**config.mk**
```make
export PLATFORM = sky130hd
export DESIGN_NAME = cp_mag
export DESIGN_NICKNAME = d
export VERILOG_FILES = /design/src/cp_pkg.sv /design/src/cp_mag.sv
export SDC_FILE = /design/constraint.sdc
export NUM_CORES = 2
export LEC_CHECK = 0
export ABC_AREA = 1
export ABC_CLOCK_PERIOD_IN_PS = 6700
export BUFFER_PORTS_ARGS = -buffer_cell sky130_fd_sc_hd__buf_2
export CORE_ASPECT_RATIO = 0.9
export CORE_UTILIZATION = 39
export CTS_BUF_LIST = sky130_fd_sc_hd__clkbuf_8
export DETAILED_ROUTE_END_ITERATION = 10
export GPL_TIMING_DRIVEN = 0
export PLACE_DENSITY_LB_ADDON = 0.1
export SLEW_MARGIN = 20
export SYNTH_ARGS = -nofsm -noshare
export SYNTH_HDL_FRONTEND = slang
export SYNTH_SLANG_ARGS = --single-unit
```
**constraint.sdc**
```tcl
create_clock -name clk -period 6.7 [get_ports clk]
set_clock_uncertainty 0.1 [all_clocks]
set_input_delay 0 -clock clk [delete_from_list [all_inputs] [get_ports clk]]
set_output_delay 0 -clock clk [all_outputs]
set_load 0.005 [all_outputs]
```
**src/cp_pkg.sv**
```systemverilog
// ============================================================================
// cp_pkg: shared types, constants and table functions
// Holds the transaction structs, pipeline depths and the arctangent table of
// the rectangular-to-polar converter.
// ============================================================================
package cp_pkg;

    // Width of each input coordinate and of the magnitude
    localparam int COORD_WIDTH = 16;
    // Width of the phase result (13 fraction bits)
    localparam int PHASE_W = 16;
    // Number of rotation steps
    localparam int ANG_STEPS = 62;
    // Width of the rotation datapath and angle accumulator
    localparam int ACC_W = 64;
    // Bit that the larger coordinate is normalised to
    localparam int NORM_MSB = 60;
    // Angle fraction bits dropped by the final rounding
    localparam int ROUND_LSB = NORM_MSB - 13;
    localparam int SHIFT_W = $clog2(NORM_MSB + 1);
    localparam int POS_W = $clog2(COORD_WIDTH);
    // Phase code of +pi
    localparam int PHASE_PI = 25736;

    // Pipeline depths, in register stages
    localparam int FRONT_STAGES = 3;
    localparam int BACK_STAGES = 3;
    localparam int LATENCY = FRONT_STAGES + ANG_STEPS + BACK_STAGES;
    // Alignment stages after the square-root pipeline
    localparam int MAG_DELAY = LATENCY - 3 - COORD_WIDTH;

    typedef struct packed {
        logic signed [COORD_WIDTH-1:0] real_part;
        logic signed [COORD_WIDTH-1:0] imag_part;
    } cp_in_t;

    typedef struct packed {
        logic [COORD_WIDTH-1:0]    magnitude;
        logic signed [PHASE_W-1:0] phase;
    } cp_out_t;

    // Quadrant and axis information that travels beside the rotation
    typedef struct packed {
        logic re_neg;
        logic im_neg;
        logic x_zero;
        logic y_zero;
    } cp_flags_t;

    // Restoring long division, used only while building constants
    function automatic logic [63:0] udiv64(input logic [63:0] num, input logic [63:0] den);
        logic [64:0] rem;
        logic [63:0] quo;
        int          b;
        rem = '0;
        quo = '0;
        for (b = 63; b >= 0; b--)
        begin
            rem = {rem[63:0], num[b]};
            if (rem >= {1'b0, den})
            begin
                rem    = rem - {1'b0, den};
                quo[b] = 1'b1;
            end
        end
        return quo;
    endfunction

    // atan(1/n) scaled by 2^62, from the alternating power series
    function automatic logic [63:0] atan_inv_scaled(input logic [63:0] n);
        logic [63:0] p;
        logic [63:0] pos;
        logic [63:0] neg;
        logic [63:0] term;
        logic [63:0] k;
        p   = udiv64(64'h4000_0000_0000_0000, n);
        pos = '0;
        neg = '0;
        k   = '0;
        while (p != '0)
        begin
            term = udiv64(p, {k[62:0], 1'b1});
            if (!k[0])
            begin
                pos = pos + term;
            end
            else
            begin
                neg = neg + term;
            end
            p = udiv64(udiv64(p, n), n);
            k = k + 64'd1;
        end
        return pos - neg;
    endfunction

    // pi at 60 fraction bits (pi/4 at 62 fraction bits)
    function automatic logic [63:0] pi_fx60();
        return atan_inv_scaled(64'd2) + atan_inv_scaled(64'd3);
    endfunction

    // atan(2^-idx) at 60 fraction bits, rounded
    function automatic logic [63:0] atan_entry(input int idx);
        logic [63:0] v;
        if (idx == 0)
        begin
            v = pi_fx60();
        end
        else
        begin
            v = atan_inv_scaled(64'd1 << idx);
        end
        return (v + 64'd2) >> 2;
    endfunction

    localparam logic signed [ACC_W-1:0] PI_FX60      = $signed(pi_fx60());
    localparam logic signed [ACC_W-1:0] PI_HALF_FX60 = PI_FX60 >>> 1;

endpackage

```
**src/cp_mag.sv**
```systemverilog
// ============================================================================
// cp_mag: exact integer magnitude
// Squares and sums the parts, takes the floor square root one result bit per
// stage, and delays the result to line up with the phase path.
// ============================================================================
module cp_mag
(
    input  logic                              clk,
    input  logic [cp_pkg::COORD_WIDTH-1:0]    abs_re,
    input  logic [cp_pkg::COORD_WIDTH-1:0]    abs_im,
    output logic [cp_pkg::COORD_WIDTH-1:0]    magnitude
);

    localparam int W     = cp_pkg::COORD_WIDTH;
    localparam int SQ_W  = 2 * W;
    localparam int REM_W = W + 2;

    logic [SQ_W-1:0]  sq_re_reg, sq_im_reg;
    logic [SQ_W-1:0]  sum_reg;

    logic [SQ_W-1:0]  rad_reg  [W];
    logic [REM_W-1:0] rem_reg  [W];
    logic [W-1:0]     root_reg [W];

    logic [W-1:0]     mdly_reg [cp_pkg::MAG_DELAY];

    // Square, then sum
    always_ff @(posedge clk)
    begin
        sq_re_reg <= abs_re * abs_re;
        sq_im_reg <= abs_im * abs_im;
        sum_reg   <= sq_re_reg + sq_im_reg;
    end

    // One root bit per stage, two radicand bits at a time
    for (genvar k = 0; k < W; k++)
    begin : g_root
        logic [SQ_W-1:0]  rad_in;
        logic [REM_W-1:0] rem_in;
        logic [W-1:0]     root_in;
        logic [REM_W+1:0] tmp;
        logic [REM_W+1:0] trial;
        logic             ge;

        if (k == 0)
        begin : g_first
            assign rad_in  = sum_reg;
            assign rem_in  = '0;
            assign root_in = '0;
        end
        else
        begin : g_rest
            assign rad_in  = rad_reg[k-1];
            assign rem_in  = rem_reg[k-1];
            assign root_in = root_reg[k-1];
        end

        always_comb
        begin
            tmp   = {rem_in, rad_in[SQ_W-1 -: 2]};
            trial = {2'b00, root_in, 2'b01};
            ge    = (tmp >= trial);
        end

        always_ff @(posedge clk)
        begin
            rad_reg[k]  <= {rad_in[SQ_W-3:0], 2'b00};
            rem_reg[k]  <= ge ? REM_W'(tmp - trial) : tmp[REM_W-1:0];
            root_reg[k] <= {root_in[W-2:0], ge};
        end
    end

    // Hold the result until the phase is ready
    for (genvar d = 0; d < cp_pkg::MAG_DELAY; d++)
    begin : g_align
        if (d == 0)
        begin : g_first
            always_ff @(posedge clk)
            begin
                mdly_reg[d] <= root_reg[W-1];
            end
        end
        else
        begin : g_rest
            always_ff @(posedge clk)
            begin
                mdly_reg[d] <= mdly_reg[d-1];
            end
        end
    end

    assign magnitude = mdly_reg[cp_pkg::MAG_DELAY-1];

endmodule

```
==> impl_metrics.toml <==
[global_route]
antenna_found_initial = 5
grt_usage = 0.167
grt_overflow = 0
grt_max_degree = 22
grt_pass1_vias = 40800
grt_pass1_wl_mm = 211

[worst_setup_path]
arrival_ps = 6620
critPathMaxStageDelay_ps = 590
critical_path_class = "input port to flop"
end_kind = "flop"
cp_slowest_cell = "clkbuf_1"
crit_path_max_fanout = 10
worstPathRequired_ps = 7420
cp_cell_sequence = "dlygate4sd3_1 > clkbuf_1 > clkbuf_1 > nand2_1 > fa_1 > inv_1 > ha_1 > o21bai_1 > fa_1 > inv_1 > fa_1 > inv_1 > fa_1 > inv_1 > fa_1 > inv_1 > ha_1 > nand2_1 > nor2_1 > nand2_1 > nand3_1 > nand2_1 > nand2_1 > xor2_1"
startpoint_type = "input port"

[clocking]
clk_pin_slew_ps = 60
cts_root_buf = "clkbuf_8"
cts_inserted_buffers = 229
cts_buffer_depth = 3
clk_latency_ps = 940
ctsResizeCount = 0
h-tree-depth = 4
cts_setup_buffers = 0
cts.sinks = 1504
cts_tree = "yes"

[sta]
fmax_ghz = 0.170
period_needed_ps = 5900
report.final.slew_viol_count = 0
finalHoldViolations = 0
setup_viol = 0
rsz0062_at_grt = "no"
period_share = 0.881
relSlewSlack = 0.409
tns_ps = 0
tightest_slew_ps = 887

[floorplanning]
start_util = 0.394
coreArea_um2 = 155000
die_width_um = 420
rows = 137
die-area_um2 = 159000
num_io_pins = 49
die_h_um = 378

[logic_synthesis]
yosys.area.top_type = "dfxtp_1"
synth_edf_count = 0
synth.area.top_cells = "dfxtp_1, fa_1, nand2_1"
synth_area_per_cell_um2 = 9.09
seq_area_frac_synth = 0.492
synth_warnings = 0
yosysTopAreaCellShare = 0.492
async_reset_ff_frac = 0
syn_inst = 6734
synth_cell_type_count = 47
synth_ff_type = "dfxtp_1"
ys_seq_elements = 1504
syn_area_um2 = 61200
synthesis.nets = 7480

[placement]
portBuffers = 32
routabilityCongestion = 0.888
dp_hpwl_mm = 101

[route]
drt_iter0_drc = 2251
via_per_inst = 4.43
drc_errors = 0
ant_nets = 0
routed_wl_mm = 129
wl_per_cell_um = 13.9
num_vias = 41200
first_pass_iters = 5

[finish]
layout_commonest_cell = "nand2_1"
layout-drive-gt1-share = 0.0718
largest_reg_flops = 784
syn2layout_area_growth_pct = 13.2
layout.nets = 7756
layout_common_cells = "nand2_1, dfxtp_1, inv_1"

[run]
max_cap_violations = 0

[outcome]
status = "complete, no violations"

[min_path]
hp-class = "input port to flop"
[logic make-up (layout without fill, tap and decap cells)]
| logic type | Yosys count | in the layout | synth area share |
|---|---|---|---|
| buffers and inverters | 1368 | 1837 | 0.0860 |
| multiplexers | 2 | 2 | 0.000368 |
| other | 1 | 3 | 0.0000612 |
| adder cells (fa/ha/maj) | 713 | 713 | 0.186 |
| AND/OR/NAND/NOR | 2514 | 2514 | 0.171 |
| XOR/XNOR | 168 | 168 | 0.0240 |
| AO/OA/AOI/OAI | 464 | 464 | 0.0413 |
| flip-flops | 1504 | 1504 | 0.492 |
[routing by layer]
| layer | part of all wire | vias to the layer above | track usage | wire (µm) |
|---|---|---|---|---|
| li1 | - | 21100 | - | - |
| met1 | 0.50 | 19100 | 0.235 | 64500 |
| met2 | 0.43 | 787 | 0.260 | 55800 |
| met3 | 0.046 | 189 | 0.0287 | 5890 |
| met4 | 0.021 | 0 | 0.0521 | 2700 |
| met5 | 0 | - | 0 | 0 |
[cells in the mapped netlist (19+ instances only)]
master	n
a21oi_1	240
clkbuf_1	62
dfxtp_1	1504
fa_1	328
ha_1	385
inv_1	1274
nand2_1	1609
nand3_1	283
nand3b_1	33
nand4_1	81
nor2_1	396
nor3_1	39
o21ai_0	123
o21ai_1	36
o21bai_1	19
xnor2_1	61
xor2_1	107
[worst max-delay path, delay by kind of cell]
kind | cells | cell delay (ps)
buffers and inverters | 8 | 1870
and+or+nand+nor | 7 | 1210
AOI/OAI and AO/OA | 1 | 170
adders and majority gates | 7 | 3130
xor gates and xnor gates | 1 | 230
[area by class of cell]
class	instances	area [µm²]
Sequential cell	1504	30100
Timing Repair Buffer	45	290
Fill cell	15300	86100
Inverter	1283	4820
Multi-Input combinational cell	3862	25900
Antenna cell	2	5.00
Clock buffer	299	4120
Clock inverter	125	1080
Buffer	85	449
Tap cell	2085	2610
[worst paths after layout]
| path | end | slack [ps] | start | cells past startpoint |
|---|---|---|---|---|
| setup reg to reg | rem_reg[1][43] | 4210 | root_reg[1][25] | 8 |
| hold reg to reg | mdly_reg[20][14] | 180 | mdly_reg[19][14] | 0 |
| hold / removal | sq_re_reg[31] | 100 | abs_re[15] | 10 |
| setup / recovery | sq_im_reg[17] | 800 | abs_im[1] | 24 |
[per-stage QoR]
step	worst slack, ps	area, µm²	cells	hold slack (ps)	util
after floorplan	1540	61200	6734	-72.3	-
after global routing	548	69300	9290	117	0.446
final	801	69300	9290	95.6	0.446
after detailed placement	172	64000	8851	34.9	0.412
after CTS	969	69300	9288	6.06	0.446
after global placement	165	64000	8851	36.1	0.412
[timing repair]
item / CTS / global route
hold endpoints to repair: 11 / 0
endpoints found under the setup margin: 0 / 0
hold buffers: 13 / 0
Power is left out: the tool's default activity adds up to more than one toggle a clock period on the data nets, which glitch-free logic cannot reach.
