File: src/cp_pkg.sv
// ============================================================================
// cp_pkg: shared types, constants and table functions
// Holds the transaction structs, pipeline depths and the arctangent table of
// the rectangular-to-polar converter.
// ============================================================================
package cp_pkg;

    // Width of each input coordinate and of the magnitude
    localparam int COORD_WIDTH = 16;
    // Width of the phase result (13 fraction bits)
    localparam int PHASE_W = 16;
    // Number of rotation steps
    localparam int ANG_STEPS = 62;
    // Width of the rotation datapath and angle accumulator
    localparam int ACC_W = 64;
    // Bit that the larger coordinate is normalised to
    localparam int NORM_MSB = 60;
    // Angle fraction bits dropped by the final rounding
    localparam int ROUND_LSB = NORM_MSB - 13;
    localparam int SHIFT_W = $clog2(NORM_MSB + 1);
    localparam int POS_W = $clog2(COORD_WIDTH);
    // Phase code of +pi
    localparam int PHASE_PI = 25736;

    // Pipeline depths, in register stages
    localparam int FRONT_STAGES = 3;
    localparam int BACK_STAGES = 3;
    localparam int LATENCY = FRONT_STAGES + ANG_STEPS + BACK_STAGES;
    // Alignment stages after the square-root pipeline
    localparam int MAG_DELAY = LATENCY - 3 - COORD_WIDTH;

    typedef struct packed {
        logic signed [COORD_WIDTH-1:0] real_part;
        logic signed [COORD_WIDTH-1:0] imag_part;
    } cp_in_t;

    typedef struct packed {
        logic [COORD_WIDTH-1:0]    magnitude;
        logic signed [PHASE_W-1:0] phase;
    } cp_out_t;

    // Quadrant and axis information that travels beside the rotation
    typedef struct packed {
        logic re_neg;
        logic im_neg;
        logic x_zero;
        logic y_zero;
    } cp_flags_t;

    // Restoring long division, used only while building constants
    function automatic logic [63:0] udiv64(input logic [63:0] num, input logic [63:0] den);
        logic [64:0] rem;
        logic [63:0] quo;
        int          b;
        rem = '0;
        quo = '0;
        for (b = 63; b >= 0; b--)
        begin
            rem = {rem[63:0], num[b]};
            if (rem >= {1'b0, den})
            begin
                rem    = rem - {1'b0, den};
                quo[b] = 1'b1;
            end
        end
        return quo;
    endfunction

    // atan(1/n) scaled by 2^62, from the alternating power series
    function automatic logic [63:0] atan_inv_scaled(input logic [63:0] n);
        logic [63:0] p;
        logic [63:0] pos;
        logic [63:0] neg;
        logic [63:0] term;
        logic [63:0] k;
        p   = udiv64(64'h4000_0000_0000_0000, n);
        pos = '0;
        neg = '0;
        k   = '0;
        while (p != '0)
        begin
            term = udiv64(p, {k[62:0], 1'b1});
            if (!k[0])
            begin
                pos = pos + term;
            end
            else
            begin
                neg = neg + term;
            end
            p = udiv64(udiv64(p, n), n);
            k = k + 64'd1;
        end
        return pos - neg;
    endfunction

    // pi at 60 fraction bits (pi/4 at 62 fraction bits)
    function automatic logic [63:0] pi_fx60();
        return atan_inv_scaled(64'd2) + atan_inv_scaled(64'd3);
    endfunction

    // atan(2^-idx) at 60 fraction bits, rounded
    function automatic logic [63:0] atan_entry(input int idx);
        logic [63:0] v;
        if (idx == 0)
        begin
            v = pi_fx60();
        end
        else
        begin
            v = atan_inv_scaled(64'd1 << idx);
        end
        return (v + 64'd2) >> 2;
    endfunction

    localparam logic signed [ACC_W-1:0] PI_FX60      = $signed(pi_fx60());
    localparam logic signed [ACC_W-1:0] PI_HALF_FX60 = PI_FX60 >>> 1;

endpackage

File: src/cp_front.sv
// ============================================================================
// cp_front: input conditioning
// Takes absolute values, finds the leading one of the larger part and
// normalises the vector so that its larger part has bit 60 as its top bit.
// ============================================================================
module cp_front
(
    input  logic                                clk,
    input  logic                                rst_n,
    input  logic                                in_valid,
    input  cp_pkg::cp_in_t                      operand,
    output logic [cp_pkg::COORD_WIDTH-1:0]      abs_re,
    output logic [cp_pkg::COORD_WIDTH-1:0]      abs_im,
    output logic                                norm_valid,
    output logic signed [cp_pkg::ACC_W-1:0]     norm_x,
    output logic signed [cp_pkg::ACC_W-1:0]     norm_y,
    output cp_pkg::cp_flags_t                   norm_flags
);

    // Stage 1 registers
    logic                             v1_reg;
    logic [cp_pkg::COORD_WIDTH-1:0]   are_reg, are_next;
    logic [cp_pkg::COORD_WIDTH-1:0]   aim_reg, aim_next;
    logic                             re_neg_reg;
    logic                             im_neg_reg;

    // Stage 2 registers
    logic                             v2_reg;
    logic [cp_pkg::COORD_WIDTH-1:0]   ux_reg;
    logic [cp_pkg::COORD_WIDTH-1:0]   uy_reg;
    logic [cp_pkg::SHIFT_W-1:0]       sh_reg, sh_next;
    cp_pkg::cp_flags_t                flags2_reg, flags2_next;

    // Stage 3 registers
    logic                             v3_reg;
    logic signed [cp_pkg::ACC_W-1:0]  x_reg, x_next;
    logic signed [cp_pkg::ACC_W-1:0]  y_reg, y_next;
    cp_pkg::cp_flags_t                flags3_reg;

    logic [cp_pkg::COORD_WIDTH-1:0]   max_part;
    logic [cp_pkg::POS_W-1:0]         msb_pos;

    // Take absolute values; the most negative input maps to 2^(W-1)
    always_comb
    begin
        are_next = operand.real_part[cp_pkg::COORD_WIDTH-1]
                 ? (~operand.real_part + 1'b1) : operand.real_part;
        aim_next = operand.imag_part[cp_pkg::COORD_WIDTH-1]
                 ? (~operand.imag_part + 1'b1) : operand.imag_part;
    end

    // Find the leading one of the larger part and the shift to bit 60
    always_comb
    begin
        max_part = (are_reg > aim_reg) ? are_reg : aim_reg;
        msb_pos  = '0;
        for (int b = 0; b < cp_pkg::COORD_WIDTH; b++)
        begin
            if (max_part[b])
            begin
                msb_pos = cp_pkg::POS_W'(b);
            end
        end
        sh_next = cp_pkg::SHIFT_W'(cp_pkg::NORM_MSB)
                - {{(cp_pkg::SHIFT_W - cp_pkg::POS_W){1'b0}}, msb_pos};
        flags2_next.re_neg = re_neg_reg;
        flags2_next.im_neg = im_neg_reg;
        flags2_next.x_zero = (are_reg == '0);
        flags2_next.y_zero = (aim_reg == '0);
    end

    // Shift both parts left by the same amount
    always_comb
    begin
        x_next = $signed({{(cp_pkg::ACC_W - cp_pkg::COORD_WIDTH){1'b0}}, ux_reg} << sh_reg);
        y_next = $signed({{(cp_pkg::ACC_W - cp_pkg::COORD_WIDTH){1'b0}}, uy_reg} << sh_reg);
    end

    // Advance the valid bits
    always_ff @(posedge clk or negedge rst_n)
    begin
        if (!rst_n)
        begin
            v1_reg <= 1'b0;
            v2_reg <= 1'b0;
            v3_reg <= 1'b0;
        end
        else
        begin
            v1_reg <= in_valid;
            v2_reg <= v1_reg;
            v3_reg <= v2_reg;
        end
    end

    // Advance the payload
    always_ff @(posedge clk)
    begin
        are_reg    <= are_next;
        aim_reg    <= aim_next;
        re_neg_reg <= operand.real_part[cp_pkg::COORD_WIDTH-1];
        im_neg_reg <= operand.imag_part[cp_pkg::COORD_WIDTH-1];
        ux_reg     <= are_reg;
        uy_reg     <= aim_reg;
        sh_reg     <= sh_next;
        flags2_reg <= flags2_next;
        x_reg      <= x_next;
        y_reg      <= y_next;
        flags3_reg <= flags2_reg;
    end

    assign abs_re     = are_reg;
    assign abs_im     = aim_reg;
    assign norm_valid = v3_reg;
    assign norm_x     = x_reg;
    assign norm_y     = y_reg;
    assign norm_flags = flags3_reg;

endmodule

File: config.mk
export PLATFORM = sky130hd
export DESIGN_NAME = cp_front
export DESIGN_NICKNAME = d
export VERILOG_FILES = /design/src/cp_pkg.sv /design/src/cp_front.sv
export SDC_FILE = /design/constraint.sdc
export NUM_CORES = 1
export LEC_CHECK = 0
export ABC_AREA = 1
export BUFFER_PORTS_ARGS = -buffer_cell sky130_fd_sc_hd__buf_2
export CAP_MARGIN = 40
export CORE_ASPECT_RATIO = 1.1
export CORE_MARGIN = 2
export CORE_UTILIZATION = 35
export DETAILED_ROUTE_END_ITERATION = 6
export GPL_ROUTABILITY_DRIVEN = 0
export PLACE_DENSITY = 0.72
export SLEW_MARGIN = 20
export SYNTH_ARGS = -nofsm -noshare
export SYNTH_HDL_FRONTEND = slang
export SYNTH_SLANG_ARGS = --single-unit
File: constraint.sdc
create_clock -name clk -period 2.65 [get_ports clk]
set_input_delay 0.265 -clock clk [delete_from_list [all_inputs] [get_ports clk]]
set_output_delay 0.265 -clock clk [all_outputs]
set_load 0.02 [all_outputs]
==> flow_summary.yaml <==
detailed_routing:
  ant_nets: 0
  wirelength_um: 17800
  vias: 6126
  wl_per_cell_um: 13.3
  drtIter0Drc: 397
  drc: 0
  routed_via_density: 4.57
  drt_first_pass_iters: 5
sta:
  fmax_mhz: 366
  worst_slew_pin_slew_ns: 0.691
  finClkSkew_ns: 0.00700
  maxSlewHeadroom_pct: 53.8
  min_period_ns: 2.73
  rsz0062_at_grt: "yes"
  setup_viol: 2
  hold_violations: 0
  fin_ws_ns: -0.0837
  fin_crit_sh_pct: 103
  final_max_slew_viol_count: 0
layout:
  antennaDiodeCount: 0
  layout_commonest_cell: "nand2_1"
  fin_nets: 1134
  layout_common_cells: "nand2_1 (233), buf_2 (136), dfxtp_1 (115), nor2_1 (84), o21ai_0 (74)"
  finalInstanceArea_um2: 8800
  area_growth_pct: 31.7
  drive_above_1_share_pct: 30.2
power_and_ir_drop:
  p_seq_share_pct: 30.0
  swShare_pct: 42.0
  power_leakage_uw: 0.00437
  clockPowerShare_pct: 24.4
  powerDensity_nw_per_um2: 1120
  p_sw_uw: 4120
  p_comb_share_pct: 45.5
  intPower_uw: 5690
  peakVddDrop_v: 0.000709
  finalPower_uw: 9820
grt:
  grt_pass1_wl_um: 27500
  grt_pass1_vias: 5416
  track_usage_pct: 17.5
  antenna_found_initial: 0
  grt-ovfl-total: 0
  grt_max_degree: 47
placed_design:
  dp_hpwl_um: 13800
  place_area_um2: 7860
  portBuffers: 135
  pre_cts_ws_ns: -0.0863
job:
  drv_cap: 0
synth:
  ys_seq_elements: 146
  muxShareOfSynthArea_pct: 0.899
  synth_edf_count: 0
  synth_top_area_share_pct: 42.9
  synth_compound_area_share_pct: 11.3
  syn_area_per_cell_um2: 7.53
  synth_top_family_by_area: "simple AND/OR/NAND/NOR gates"
  synthArstFlopShare_pct: 2.05
  synth-main-ff-cell: "dfxtp_1"
  ys_warn_count: 0
  ys_seq_area_share_pct: 44.0
  synthAdderAreaFrac_pct: 3.56
  synthCells: 887
  synth-xor-area-share_pct: 3.54
  synth_area_leaders: "dfxtp_1 (43%), nand2_1 (14%), buf_4 (7.2%), o21ai_0 (6.2%), nor2_1 (4.8%)"
  syn_area_um2: 6680
  synthSimpleGateAreaFrac_pct: 23.2
  yosysTopAreaCell: "dfxtp_1"
  ys_types: 41
setup_path:
  crit_type: "register to register"
  crit_start: "abs_im[11]"
  critPathArrivalTime_ns: 3.05
  setup.worst_path.start_class: "register"
  reg2reg_from: "abs_im[11]"
  reg2reg_depth: 18
  crit_required_ns: 2.96
  reg2reg_slack_ns: -0.08
  critPathMaxStageDelay_ns: 0.36
  critPathCaptureType: "register"
  r2r-end: "sh_reg[4]"
  slowest_stage: "dfxtp_4"
  worstPathMaxFanout: 7
  worstSetupEndpoint: "sh_reg[4]"
  worstPathCellList: "inv_4, ha_4, nand4_1, nor3_4, nand2_1, nand2_2, nand2_4, buf_4, buf_6, buf_2, o21ai_2, nand2_2, nand2_1, nand2_1, nand2_2, inv_2, ha_4, or2_4"
clock_tree:
  clock-root-buffer: "clkbuf_16"
  clk_latency_ns: 0.43
  cts_max_path_buffers: 2
  clk_pin_slew_ns: 0.06
  cts_tree: "built"
  cts.sinks: 146
  h-tree-depth: 4
  numCtsBuffers: 17
die:
  row_count: 53
  die_w_um: 136
  start_util_pct: 35.3
  dieArea_um2: 20200
  io_pins: 200
  core_um2: 18900
  die_height_um: 149
min_path:
  hold_path.class: "input pin to register"
  whs_path_depth: 2
outcome:
  outcome: "finished with violations"
  violations: "setup timing"
==> critical path: cells and delay by family, from the launching register on <==
family | cells | cell delay [ns]
buffers and inverters | 5 | 0.51
adder cells (fa/ha/maj) | 2 | 0.43
AO/OA/AOI/OAI | 1 | 0.19
AND/OR/NAND/NOR | 10 | 1.14
flip-flops | 1 | 0.36
==> cell families after synthesis <==
kind of cell             count (synthesis)
XOR/XNOR                                27
other                                    1
buffers and inverters                  172
AND/OR/NAND/NOR                        383
AO/OA/AOI/OAI                          133
adder cells (fa/ha/maj)                 19
multiplexers                             6
flip-flops                             146
==> power by group through the flow <==
stage / Combinational (uW) / Sequential (uW) / Clock, uW
2_1_floorplan: 2550 / 3470 / 0
3_3_place_gp: 4140 / 2970 / 0
3_5_place_dp: 4230 / 2980 / 0
5_1_grt: 5020 / 3000 / 2550
4_1_cts: 4320 / 2950 / 2440
6_report: 4470 / 2950 / 2400
==> cell usage after synthesis (6+ instances only) <==
library cell,n
ha_1,19
xor2_1,18
nor3_1,8
dfxtp_1,143
nand3_1,18
inv_1,68
a31oi_1,9
nor2_1,86
clkbuf_1,28
nand2_1,245
xnor2_1,9
nor4_1,8
buf_1,7
mux2i_1,6
o221ai_1,10
buf_4,64
o22ai_1,14
a21oi_1,7
o21ai_0,83
==> worst min-delay path by stage <==
stage	end	start	slack [ns]
finish	abs_im[15]	operand[13]	0.03
global route	abs_im[15]	operand[13]	0.02
CTS	abs_im[15]	operand[13]	0.02
detailed placement	norm_valid	rst_n	0.07
global placement	v1_reg	rst_n	0.06
floorplan	norm_valid	rst_n	-0.03
==> timing repair <==
item                                    4_1_cts  5_1_grt
pin swaps                                    19       14
buffers inserted                              5        3
cloned                                        1        2
hold buffers                                  4        0
gates resized for setup                      19       37
endpoints found under the setup margin        3        4
hold endpoints to repair                      6        0
==> area by class of cell <==
| type | count | area (um2) |
|---|---|---|
| Clock buffer | 19 | 453 |
| Inverter | 71 | 274 |
| Clock inverter | 13 | 150 |
| Timing Repair Buffer | 211 | 1270 |
| Sequential cell | 146 | 3000 |
| Fill cell | 1807 | 10100 |
| Multi-Input combinational cell | 633 | 3350 |
| Tap cell | 247 | 309 |
==> stage by stage <==
| stage | hold slack (ns) | cells | util (%) | setup TNS (ns) |
|---|---|---|---|---|
| floorplan | -0.0306 | 950 | - | 0 |
| global route | 0.0187 | 1340 | 46.6 | -1.01 |
| global placement | 0.0600 | 1292 | 41.5 | -0.0297 |
| detailed placement | 0.0661 | 1293 | 41.6 | -0.0980 |
| finish | 0.0347 | 1340 | 46.6 | -0.113 |
| CTS | 0.0160 | 1335 | 45.8 | -0.0109 |
==> per-layer routing <==
metal	vias up	routed length [um]	track usage [%]
met5	-	0	0
met4	0	421	5.73
met3	34	1480	4.69
met2	295	8460	30.5
met1	2682	7460	20.9
li1	3115	-	-
Power figures use the tool's default switching activity.
