==> src/cp_pkg.sv <==
// ============================================================================
// cp_pkg: shared types, constants and table functions
// Holds the transaction structs, pipeline depths and the arctangent table of
// the rectangular-to-polar converter.
// ============================================================================
package cp_pkg;

    // Width of each input coordinate and of the magnitude
    localparam int COORD_WIDTH = 16;
    // Width of the phase result (13 fraction bits)
    localparam int PHASE_W = 16;
    // Number of rotation steps
    localparam int ANG_STEPS = 62;
    // Width of the rotation datapath and angle accumulator
    localparam int ACC_W = 64;
    // Bit that the larger coordinate is normalised to
    localparam int NORM_MSB = 60;
    // Angle fraction bits dropped by the final rounding
    localparam int ROUND_LSB = NORM_MSB - 13;
    localparam int SHIFT_W = $clog2(NORM_MSB + 1);
    localparam int POS_W = $clog2(COORD_WIDTH);
    // Phase code of +pi
    localparam int PHASE_PI = 25736;

    // Pipeline depths, in register stages
    localparam int FRONT_STAGES = 3;
    localparam int BACK_STAGES = 3;
    localparam int LATENCY = FRONT_STAGES + ANG_STEPS + BACK_STAGES;
    // Alignment stages after the square-root pipeline
    localparam int MAG_DELAY = LATENCY - 3 - COORD_WIDTH;

    typedef struct packed {
        logic signed [COORD_WIDTH-1:0] real_part;
        logic signed [COORD_WIDTH-1:0] imag_part;
    } cp_in_t;

    typedef struct packed {
        logic [COORD_WIDTH-1:0]    magnitude;
        logic signed [PHASE_W-1:0] phase;
    } cp_out_t;

    // Quadrant and axis information that travels beside the rotation
    typedef struct packed {
        logic re_neg;
        logic im_neg;
        logic x_zero;
        logic y_zero;
    } cp_flags_t;

    // Restoring long division, used only while building constants
    function automatic logic [63:0] udiv64(input logic [63:0] num, input logic [63:0] den);
        logic [64:0] rem;
        logic [63:0] quo;
        int          b;
        rem = '0;
        quo = '0;
        for (b = 63; b >= 0; b--)
        begin
            rem = {rem[63:0], num[b]};
            if (rem >= {1'b0, den})
            begin
                rem    = rem - {1'b0, den};
                quo[b] = 1'b1;
            end
        end
        return quo;
    endfunction

    // atan(1/n) scaled by 2^62, from the alternating power series
    function automatic logic [63:0] atan_inv_scaled(input logic [63:0] n);
        logic [63:0] p;
        logic [63:0] pos;
        logic [63:0] neg;
        logic [63:0] term;
        logic [63:0] k;
        p   = udiv64(64'h4000_0000_0000_0000, n);
        pos = '0;
        neg = '0;
        k   = '0;
        while (p != '0)
        begin
            term = udiv64(p, {k[62:0], 1'b1});
            if (!k[0])
            begin
                pos = pos + term;
            end
            else
            begin
                neg = neg + term;
            end
            p = udiv64(udiv64(p, n), n);
            k = k + 64'd1;
        end
        return pos - neg;
    endfunction

    // pi at 60 fraction bits (pi/4 at 62 fraction bits)
    function automatic logic [63:0] pi_fx60();
        return atan_inv_scaled(64'd2) + atan_inv_scaled(64'd3);
    endfunction

    // atan(2^-idx) at 60 fraction bits, rounded
    function automatic logic [63:0] atan_entry(input int idx);
        logic [63:0] v;
        if (idx == 0)
        begin
            v = pi_fx60();
        end
        else
        begin
            v = atan_inv_scaled(64'd1 << idx);
        end
        return (v + 64'd2) >> 2;
    endfunction

    localparam logic signed [ACC_W-1:0] PI_FX60      = $signed(pi_fx60());
    localparam logic signed [ACC_W-1:0] PI_HALF_FX60 = PI_FX60 >>> 1;

endpackage

==> src/cp_back.sv <==
// ============================================================================
// cp_back: quadrant correction and rounding
// Resolves the axis cases, maps the first-quadrant angle to the full circle
// and rounds it to 13 fraction bits, half away from zero.
// ============================================================================
module cp_back
(
    input  logic                                clk,
    input  logic                                rst_n,
    input  logic                                in_valid,
    input  logic signed [cp_pkg::ACC_W-1:0]     in_z,
    input  cp_pkg::cp_flags_t                   in_flags,
    output logic                                out_valid,
    output logic signed [cp_pkg::PHASE_W-1:0]   phase
);

    logic                             v1_reg, v2_reg, v3_reg;
    logic signed [cp_pkg::ACC_W-1:0]  a1_reg, a1_next;
    logic                             im_neg_reg;
    logic [cp_pkg::ACC_W-1:0]         ua_reg, ua_next;
    logic                             neg_reg;
    logic signed [cp_pkg::PHASE_W-1:0] phase_reg, phase_next;

    logic signed [cp_pkg::ACC_W-1:0]  fq;
    logic [cp_pkg::ACC_W-1:0]         rsum;
    logic [cp_pkg::PHASE_W-1:0]       q;

    // Pick the axis cases, then reflect for a negative real part
    always_comb
    begin
        if (in_flags.y_zero)
        begin
            fq = '0;
        end
        else if (in_flags.x_zero)
        begin
            fq = cp_pkg::PI_HALF_FX60;
        end
        else
        begin
            fq = in_z;
        end
        a1_next = in_flags.re_neg ? (cp_pkg::PI_FX60 - fq) : fq;
    end

    // Split into magnitude and final sign
    always_comb
    begin
        ua_next = a1_reg[cp_pkg::ACC_W-1] ? $unsigned(-a1_reg) : $unsigned(a1_reg);
    end

    // Round to 13 fraction bits and restore the sign
    always_comb
    begin
        rsum       = ua_reg + (cp_pkg::ACC_W'(1) << (cp_pkg::ROUND_LSB - 1));
        q          = rsum[cp_pkg::ROUND_LSB +: cp_pkg::PHASE_W];
        phase_next = neg_reg ? $signed(-q) : $signed(q);
    end

    always_ff @(posedge clk or negedge rst_n)
    begin
        if (!rst_n)
        begin
            v1_reg <= 1'b0;
            v2_reg <= 1'b0;
            v3_reg <= 1'b0;
        end
        else
        begin
            v1_reg <= in_valid;
            v2_reg <= v1_reg;
            v3_reg <= v2_reg;
        end
    end

    always_ff @(posedge clk)
    begin
        a1_reg     <= a1_next;
        im_neg_reg <= in_flags.im_neg;
        ua_reg     <= ua_next;
        neg_reg    <= a1_reg[cp_pkg::ACC_W-1] ^ im_neg_reg;
        phase_reg  <= phase_next;
    end

    assign out_valid = v3_reg;
    assign phase     = phase_reg;

endmodule

==> config.mk <==
export PLATFORM = sky130hd
export DESIGN_NAME = cp_back
export DESIGN_NICKNAME = d
export VERILOG_FILES = /design/src/cp_pkg.sv /design/src/cp_back.sv
export SDC_FILE = /design/constraint.sdc
export NUM_CORES = 1
export LEC_CHECK = 0
export ABC_AREA = 1
export BUFFER_PORTS_ARGS = -buffer_cell sky130_fd_sc_hd__buf_2
export CORE_MARGIN = 5
export CORE_UTILIZATION = 45
export CTS_BUF_LIST = sky130_fd_sc_hd__clkbuf_8 sky130_fd_sc_hd__clkbuf_16
export DETAILED_ROUTE_END_ITERATION = 8
export MAX_ROUTING_LAYER = met4
export SKIP_LAST_GASP = 1
export SYNTH_ARGS = -nofsm -noshare
export SYNTH_HDL_FRONTEND = slang
export SYNTH_SLANG_ARGS = --single-unit
==> constraint.sdc <==
create_clock -name clk -period 3.8 [get_ports clk]
set_input_delay 0.38 -clock clk [delete_from_list [all_inputs] [get_ports clk]]
set_output_delay 0.38 -clock clk [all_outputs]
set_load 0.05 [all_outputs]
==> results of run 1 <==
[synthesized netlist by cell type, types with 7 or more instances]
library cell,number
dfxtp_1,99
xnor2_1,25
nand2_2,8
o21ai_0,42
a21oi_1,34
o21bai_1,8
o21ai_1,11
inv_1,190
nor2_2,12
nand4_1,31
nor2_1,256
xor2_1,35
nor3_1,15
nand3b_1,16
nor4_1,7
clkbuf_1,8
buf_6,7
nand3_1,102
nand2_1,526
[area by class of cell]
cell class	count	share of cell area
Sequential cell	102	0.2252
Tap cell	229	0.03137
Timing Repair Buffer	94	0.05369
Multi-Input combinational cell	1159	0.5796
Clock inverter	7	0.005342
Clock buffer	9	0.02465
Inverter	195	0.08013
[power by group through the flow]
stage | clock network, uW | registers, uW | logic (uW)
detailed placement | 0 | 1340 | 995
global placement | 0 | 1340 | 994
floorplan | 0 | 1500 | 541
finish | 906 | 1310 | 1010
global route | 958 | 1330 | 1110
CTS | 915 | 1310 | 998
[layer usage]
metal	share of wire	vias to the layer above	track usage
li1	-	4761	-
met1	0.46	4140	0.3696
met2	0.44	326	0.4283
met3	0.070	48	0.04111
met4	0.029	0	0.09422
met5	0	-	-
[through the flow]
stage | total power, uW | hold WS (ps) | instances | util
6_report | 3225 | 115.3 | 1795 | 0.5068
5_1_grt | 3401 | 103.7 | 1795 | 0.5068
4_1_cts | 3226 | 107.9 | 1795 | 0.5068
3_5_place_dp | 2333 | 175.5 | 1778 | 0.4910
3_3_place_gp | 2329 | 176.6 | 1778 | 0.4910
2_1_floorplan | 2043 | 84.41 | 1481 | -
[cells by family (layout without fill, tap and decap cells)]
group                      after synthesis  in the layout  synth area share
DFF                                    102            102            0.2492
AOI/OAI and AO/OA                      104            104           0.06851
buffers and inverters                  220            305            0.1094
and+or+nand+nor                        992            992            0.5047
xor gates and xnor gates                60             60           0.06366
adders and majority gates                3              3          0.004547
[final timing paths]
path	cells after the start	endpoint	slack [ps]
max in group asynchronous	2	v1_reg	3360
setup reg to reg	12	phase[14]	1570
setup / recovery	14	a1_reg[47]	1000
min in group asynchronous	2	out_valid	340
hold reg to reg	0	v2_reg	360
hold / removal	1	im_neg_reg	120
[worst max-delay path: cells and delay by family]
family,cells,cell delay [ps]
AOI/OAI and AO/OA,1,170
buffers and inverters,3,740
and+or+nand+nor,10,1760
[repair_timing]
item                      4_1_cts  5_1_grt
hold endpoints to repair        3        0
resized for setup               0        0
hold buffers                    1        0
==> impl_metrics.json, run 1 <==
{
  "relSlewSlack": 0.4524,
  "multi_input_area_um2": 5295,
  "fin_crit_sh": 0.7360,
  "start_util": 0.4580,
  "cts_setup_buffers": 0,
  "p_comb_frac": 0.312,
  "grt_antenna_before_repair": 1,
  "cts_buffer_depth": 2,
  "synth_top_area_cell": "dfxtp_1",
  "first_pass_iters": 6,
  "outcome": "completed",
  "power_frac_seq": 0.407,
  "mappedNetlistArea_um2": 8255,
  "final_common_cell": "nand2_1",
  "drive_gt1_frac": 0.09323,
  "wire_per_inst_um": 16.12,
  "ys_top_cells_by_area": "dfxtp_1, nand2_1, nor2_1",
  "first_global_vias": 8906,
  "worstPathRequired_ps": 4070,
  "r2r_start": "ua_reg[46]",
  "wl_um": 28940,
  "detailed_place_hpwl_um": 24410,
  "ys_seq_area_frac": 0.2492,
  "path_class": "input port to flip-flop",
  "path_common_cell": "nand2_1",
  "hold_viol_final": 0,
  "hold_path_class": "input port to flip-flop",
  "dpl_cell_area_um2": 8851,
  "drv_cap": 0,
  "post-place-ws_ps": 735.5,
  "io_buffers": 87,
  "worst_pin_slew_ps": 816.4,
  "die_area_um2": 21150,
  "rows": 49,
  "mappedNetlistNets": 1555,
  "power.switching_uw": 1272,
  "grt_setup_unrepaired": "no",
  "syn_avg_cell_area_um2": 5.574,
  "cp.arrival_ps": 3070,
  "vias": 9275,
  "ff_latch_area_um2": 2057,
  "final_cell_mix": "nand2_1, nor2_1, inv_1",
  "layout_min_cycle_time_ps": 2797,
  "die_y_um": 145.4,
  "ant_nets": 0,
  "drcViolationCount": 0,
  "cp_cell_sequence": "buf_2 -> nor2_4 -> buf_4 -> nand2_2 -> nor2_1 -> nand2_1 -> nor2_1 -> inv_1 -> nor2_1 -> a21oi_1 -> nand2_1 -> nand2_1 -> nand2_1 -> nand2_1",
  "ys_ff_latch": 102,
  "htree_levels": 3,
  "final_area_um2": 9135,
  "cts_sinks": 102,
  "leakagePower_uw": 0.004617,
  "critPathLaunch": "in_flags[0]",
  "cts_made_buffers": 9,
  "peakVddDrop_mv": 0.3261,
  "nets": 1635,
  "setup_viol": 0,
  "powerDensity_nw_per_um2": 353.0,
  "largest_register_ff_count": 64,
  "hp-start": "in_flags[2]",
  "drt_iter0_drc": 867,
  "yosysUniqueCellTypes": 41,
  "max_stage_delay_ps": 520,
  "endpoint_kind": "flip-flop",
  "track_usage": 0.2763,
  "synth_ff_type": "dfxtp_1",
  "swShare": 0.3945,
  "gp_congestion": 1.048,
  "critical_path_peak_fanout": 24,
  "synth_edf_count": 0,
  "insertion_delay_ps": 370,
  "yosys_warnings": 0,
  "synthArstFlopShare": 0.02941,
  "n_antenna_cell": 0,
  "setup_ws_ps": 1003,
  "grt_pass1_wl_um": 45550,
  "coreArea_um2": 18020,
  "grt_overflow": 0,
  "grt_start_max_net_pins": 44,
  "skew_ps": 11.62,
  "p_clk_frac": 0.281,
  "yosysTopAreaCellShare": 0.2401,
  "io_pins": 88,
  "clkTransAtPathRegs_ps": 80,
  "vias_per_cell": 5.167,
  "fill_cells": 2054,
  "synth_cells": 1481,
  "worstSetupStartpointType": "input port",
  "cts_tree": "done",
  "slew_violations": 0,
  "cts-root-buf": "clkbuf_16",
  "max_freq_mhz": 357.6,
  "fin_tns_setup_ps": 0,
  "area_growth_pct": 10.65,
  "cpMaxStageDelayCell": "nor2_4",
  "p_int_uw": 1952,
  "dieWidth_um": 145.4
}
(Power assumes the default switching activity.)
==> inputs of run 2 (changes only) <==
==> constraint.sdc (replaced) <==
create_clock -name clk -period 2.7 [get_ports clk]
set_input_delay 0.27 -clock clk [delete_from_list [all_inputs] [get_ports clk]]
set_output_delay 0.27 -clock clk [all_outputs]
set_load 0.05 [all_outputs]
==> run 2 against run 1 <==
Effect of this change: sequential share of layout area shrank 0.45 points; via count grew 2.5%; setup slack lost 540 ps; clock skew grew 3.6 ps.
==> impl_metrics.json, run 2 (same netlist as run 1, synthesis figures left out) <==
{
  "vias": 9508,
  "grt_setup_unrepaired": "no",
  "grt_start_max_net_pins": 44,
  "drt_iter0_drc": 783,
  "die_y_um": 145.4,
  "track_usage": 0.2890,
  "io_buffers": 87,
  "peakVddDrop_mv": 0.4335,
  "drcViolationCount": 0,
  "io_pins": 88,
  "cts_tree": "done",
  "max_freq_mhz": 447.7,
  "grt_overflow": 0,
  "critical_path_peak_fanout": 7,
  "gp_congestion": 0.9982,
  "critPathLaunch": "ua_reg[46]",
  "dp_cells": 1795,
  "outcome": "completed",
  "wire_per_inst_um": 16.81,
  "swShare": 0.3956,
  "powerDensity_nw_per_um2": 495.6,
  "p_int_uw": 2792,
  "worst_pin_slew_ps": 620.9,
  "rows": 49,
  "leakagePower_uw": 0.004714,
  "final_cell_mix": "nand2_1, nor2_1, inv_1",
  "worstPathRequired_ps": 2960,
  "htree_levels": 3,
  "vias_per_cell": 5.244,
  "power.switching_uw": 1827,
  "drive_gt1_frac": 0.1042,
  "hold_path_class": "input port to flip-flop",
  "cts-root-buf": "clkbuf_16",
  "die_area_um2": 21150,
  "cts_sinks": 102,
  "nets": 1652,
  "hp-start": "in_flags[2]",
  "cts_buffer_depth": 2,
  "clkTransAtPathRegs_ps": 70,
  "coreArea_um2": 18020,
  "endpoint_kind": "flip-flop",
  "start_util": 0.4580,
  "detailed_place_hpwl_um": 25730,
  "drv_cap": 0,
  "cts_setup_buffers": 0,
  "first_pass_iters": 6,
  "worstSetupStartpointType": "flip-flop",
  "largest_register_ff_count": 64,
  "final_cells": 1813,
  "dieWidth_um": 145.4,
  "cts_made_buffers": 9,
  "fin_crit_sh": 0.8273,
  "r2r_start": "ua_reg[46]",
  "hold_viol_final": 0,
  "cp.arrival_ps": 2490,
  "grt_pass1_wl_um": 47190,
  "wl_um": 30480,
  "fin_tns_setup_ps": 0,
  "path_class": "flip-flop to flip-flop",
  "power_frac_seq": 0.399,
  "p_clk_frac": 0.283,
  "first_global_vias": 8980,
  "multi_input_area_um2": 5295,
  "insertion_delay_ps": 360,
  "ant_nets": 0,
  "relSlewSlack": 0.5846,
  "skew_ps": 15.22,
  "area_growth_pct": 12.91,
  "grt_antenna_before_repair": 0,
  "setup_viol": 0,
  "p_comb_frac": 0.317,
  "ff_latch_area_um2": 2057,
  "final_common_cell": "nand2_1",
  "slew_violations": 0,
  "fill_cells": 1990,
  "layout_min_cycle_time_ps": 2234
}
==> run 2: repair_timing <==
action	CTS	global route
resized for setup	0	0
endpoints found under the setup margin	0	0
hold buffers	1	0
endpoints found under the hold margin	3	0
==> run 2: area by class of cell <==
cell class | instances | area share
clock buffers | 9 | 0.02416
diodes | 1 | 0.0002685
clock inverters | 7 | 0.007248
well taps | 229 | 0.03074
flip-flops and latches | 102 | 0.2207
inverters | 195 | 0.07852
multi-input cells | 1159 | 0.5681
repair buffers | 111 | 0.07034
==> run 2: power groups by stage <==
stage / Clock (uW) / Sequential, uW / Combinational (uW)
global placement: 0 / 1880 / 1440
global route: 1390 / 1870 / 1600
CTS: 1320 / 1850 / 1450
finish: 1310 / 1850 / 1460
detailed placement: 0 / 1880 / 1440
floorplan: 0 / 2110 / 761
==> run 2: metal layers <==
metal	GRT usage	wire length, um	vias up
met3	0.05263	2712	47
met5	-	0	-
met1	0.3852	13630	4244
li1	-	-	4801
met2	0.4520	13410	416
met4	0.07882	724	0
==> run 2: path summary, 6_finish.rpt <==
| path | to | slack [ps] | depth (start not counted) |
|---|---|---|---|
| max | phase[14] | 470 | 12 |
| min | im_neg_reg | 20 | 1 |
| max reg2reg | phase[14] | 470 | 12 |
| min reg2reg | v2_reg | 360 | 0 |
| max in group asynchronous | out_valid | 2370 | 2 |
| min in group asynchronous | v1_reg | 230 | 2 |
==> run 2: through the flow <==
| stage | worst slack [ps] | power, uW | hold WS, ps | cell area (um2) | util |
|---|---|---|---|---|---|
| after CTS | 440.9 | 4612 | 6.658 | 9319 | 0.5170 |
| after floorplan | 834.7 | 2875 | -25.59 | 8255 | - |
| after global routing | 98.63 | 4862 | 9.323 | 9319 | 0.5170 |
| after detailed placement | 224.5 | 3323 | 68.22 | 9016 | 0.5002 |
| final | 466.3 | 4619 | 16.81 | 9321 | 0.5171 |
| after global placement | 200.2 | 3319 | 65.54 | 9016 | 0.5002 |
==> run 2: worst max-delay path, stage by stage, from the launching register on <==
cell and delay, ps:
dfxtp_1 440, ha_1 260, nand2_1 70, nor2_1 270, nand2_1 150, xor2_1 220
nand2_1 70, nor2_1 200, nand3_1 140, nand2_1 140, nand3_1 80, nand2_1 70
inv_1 30
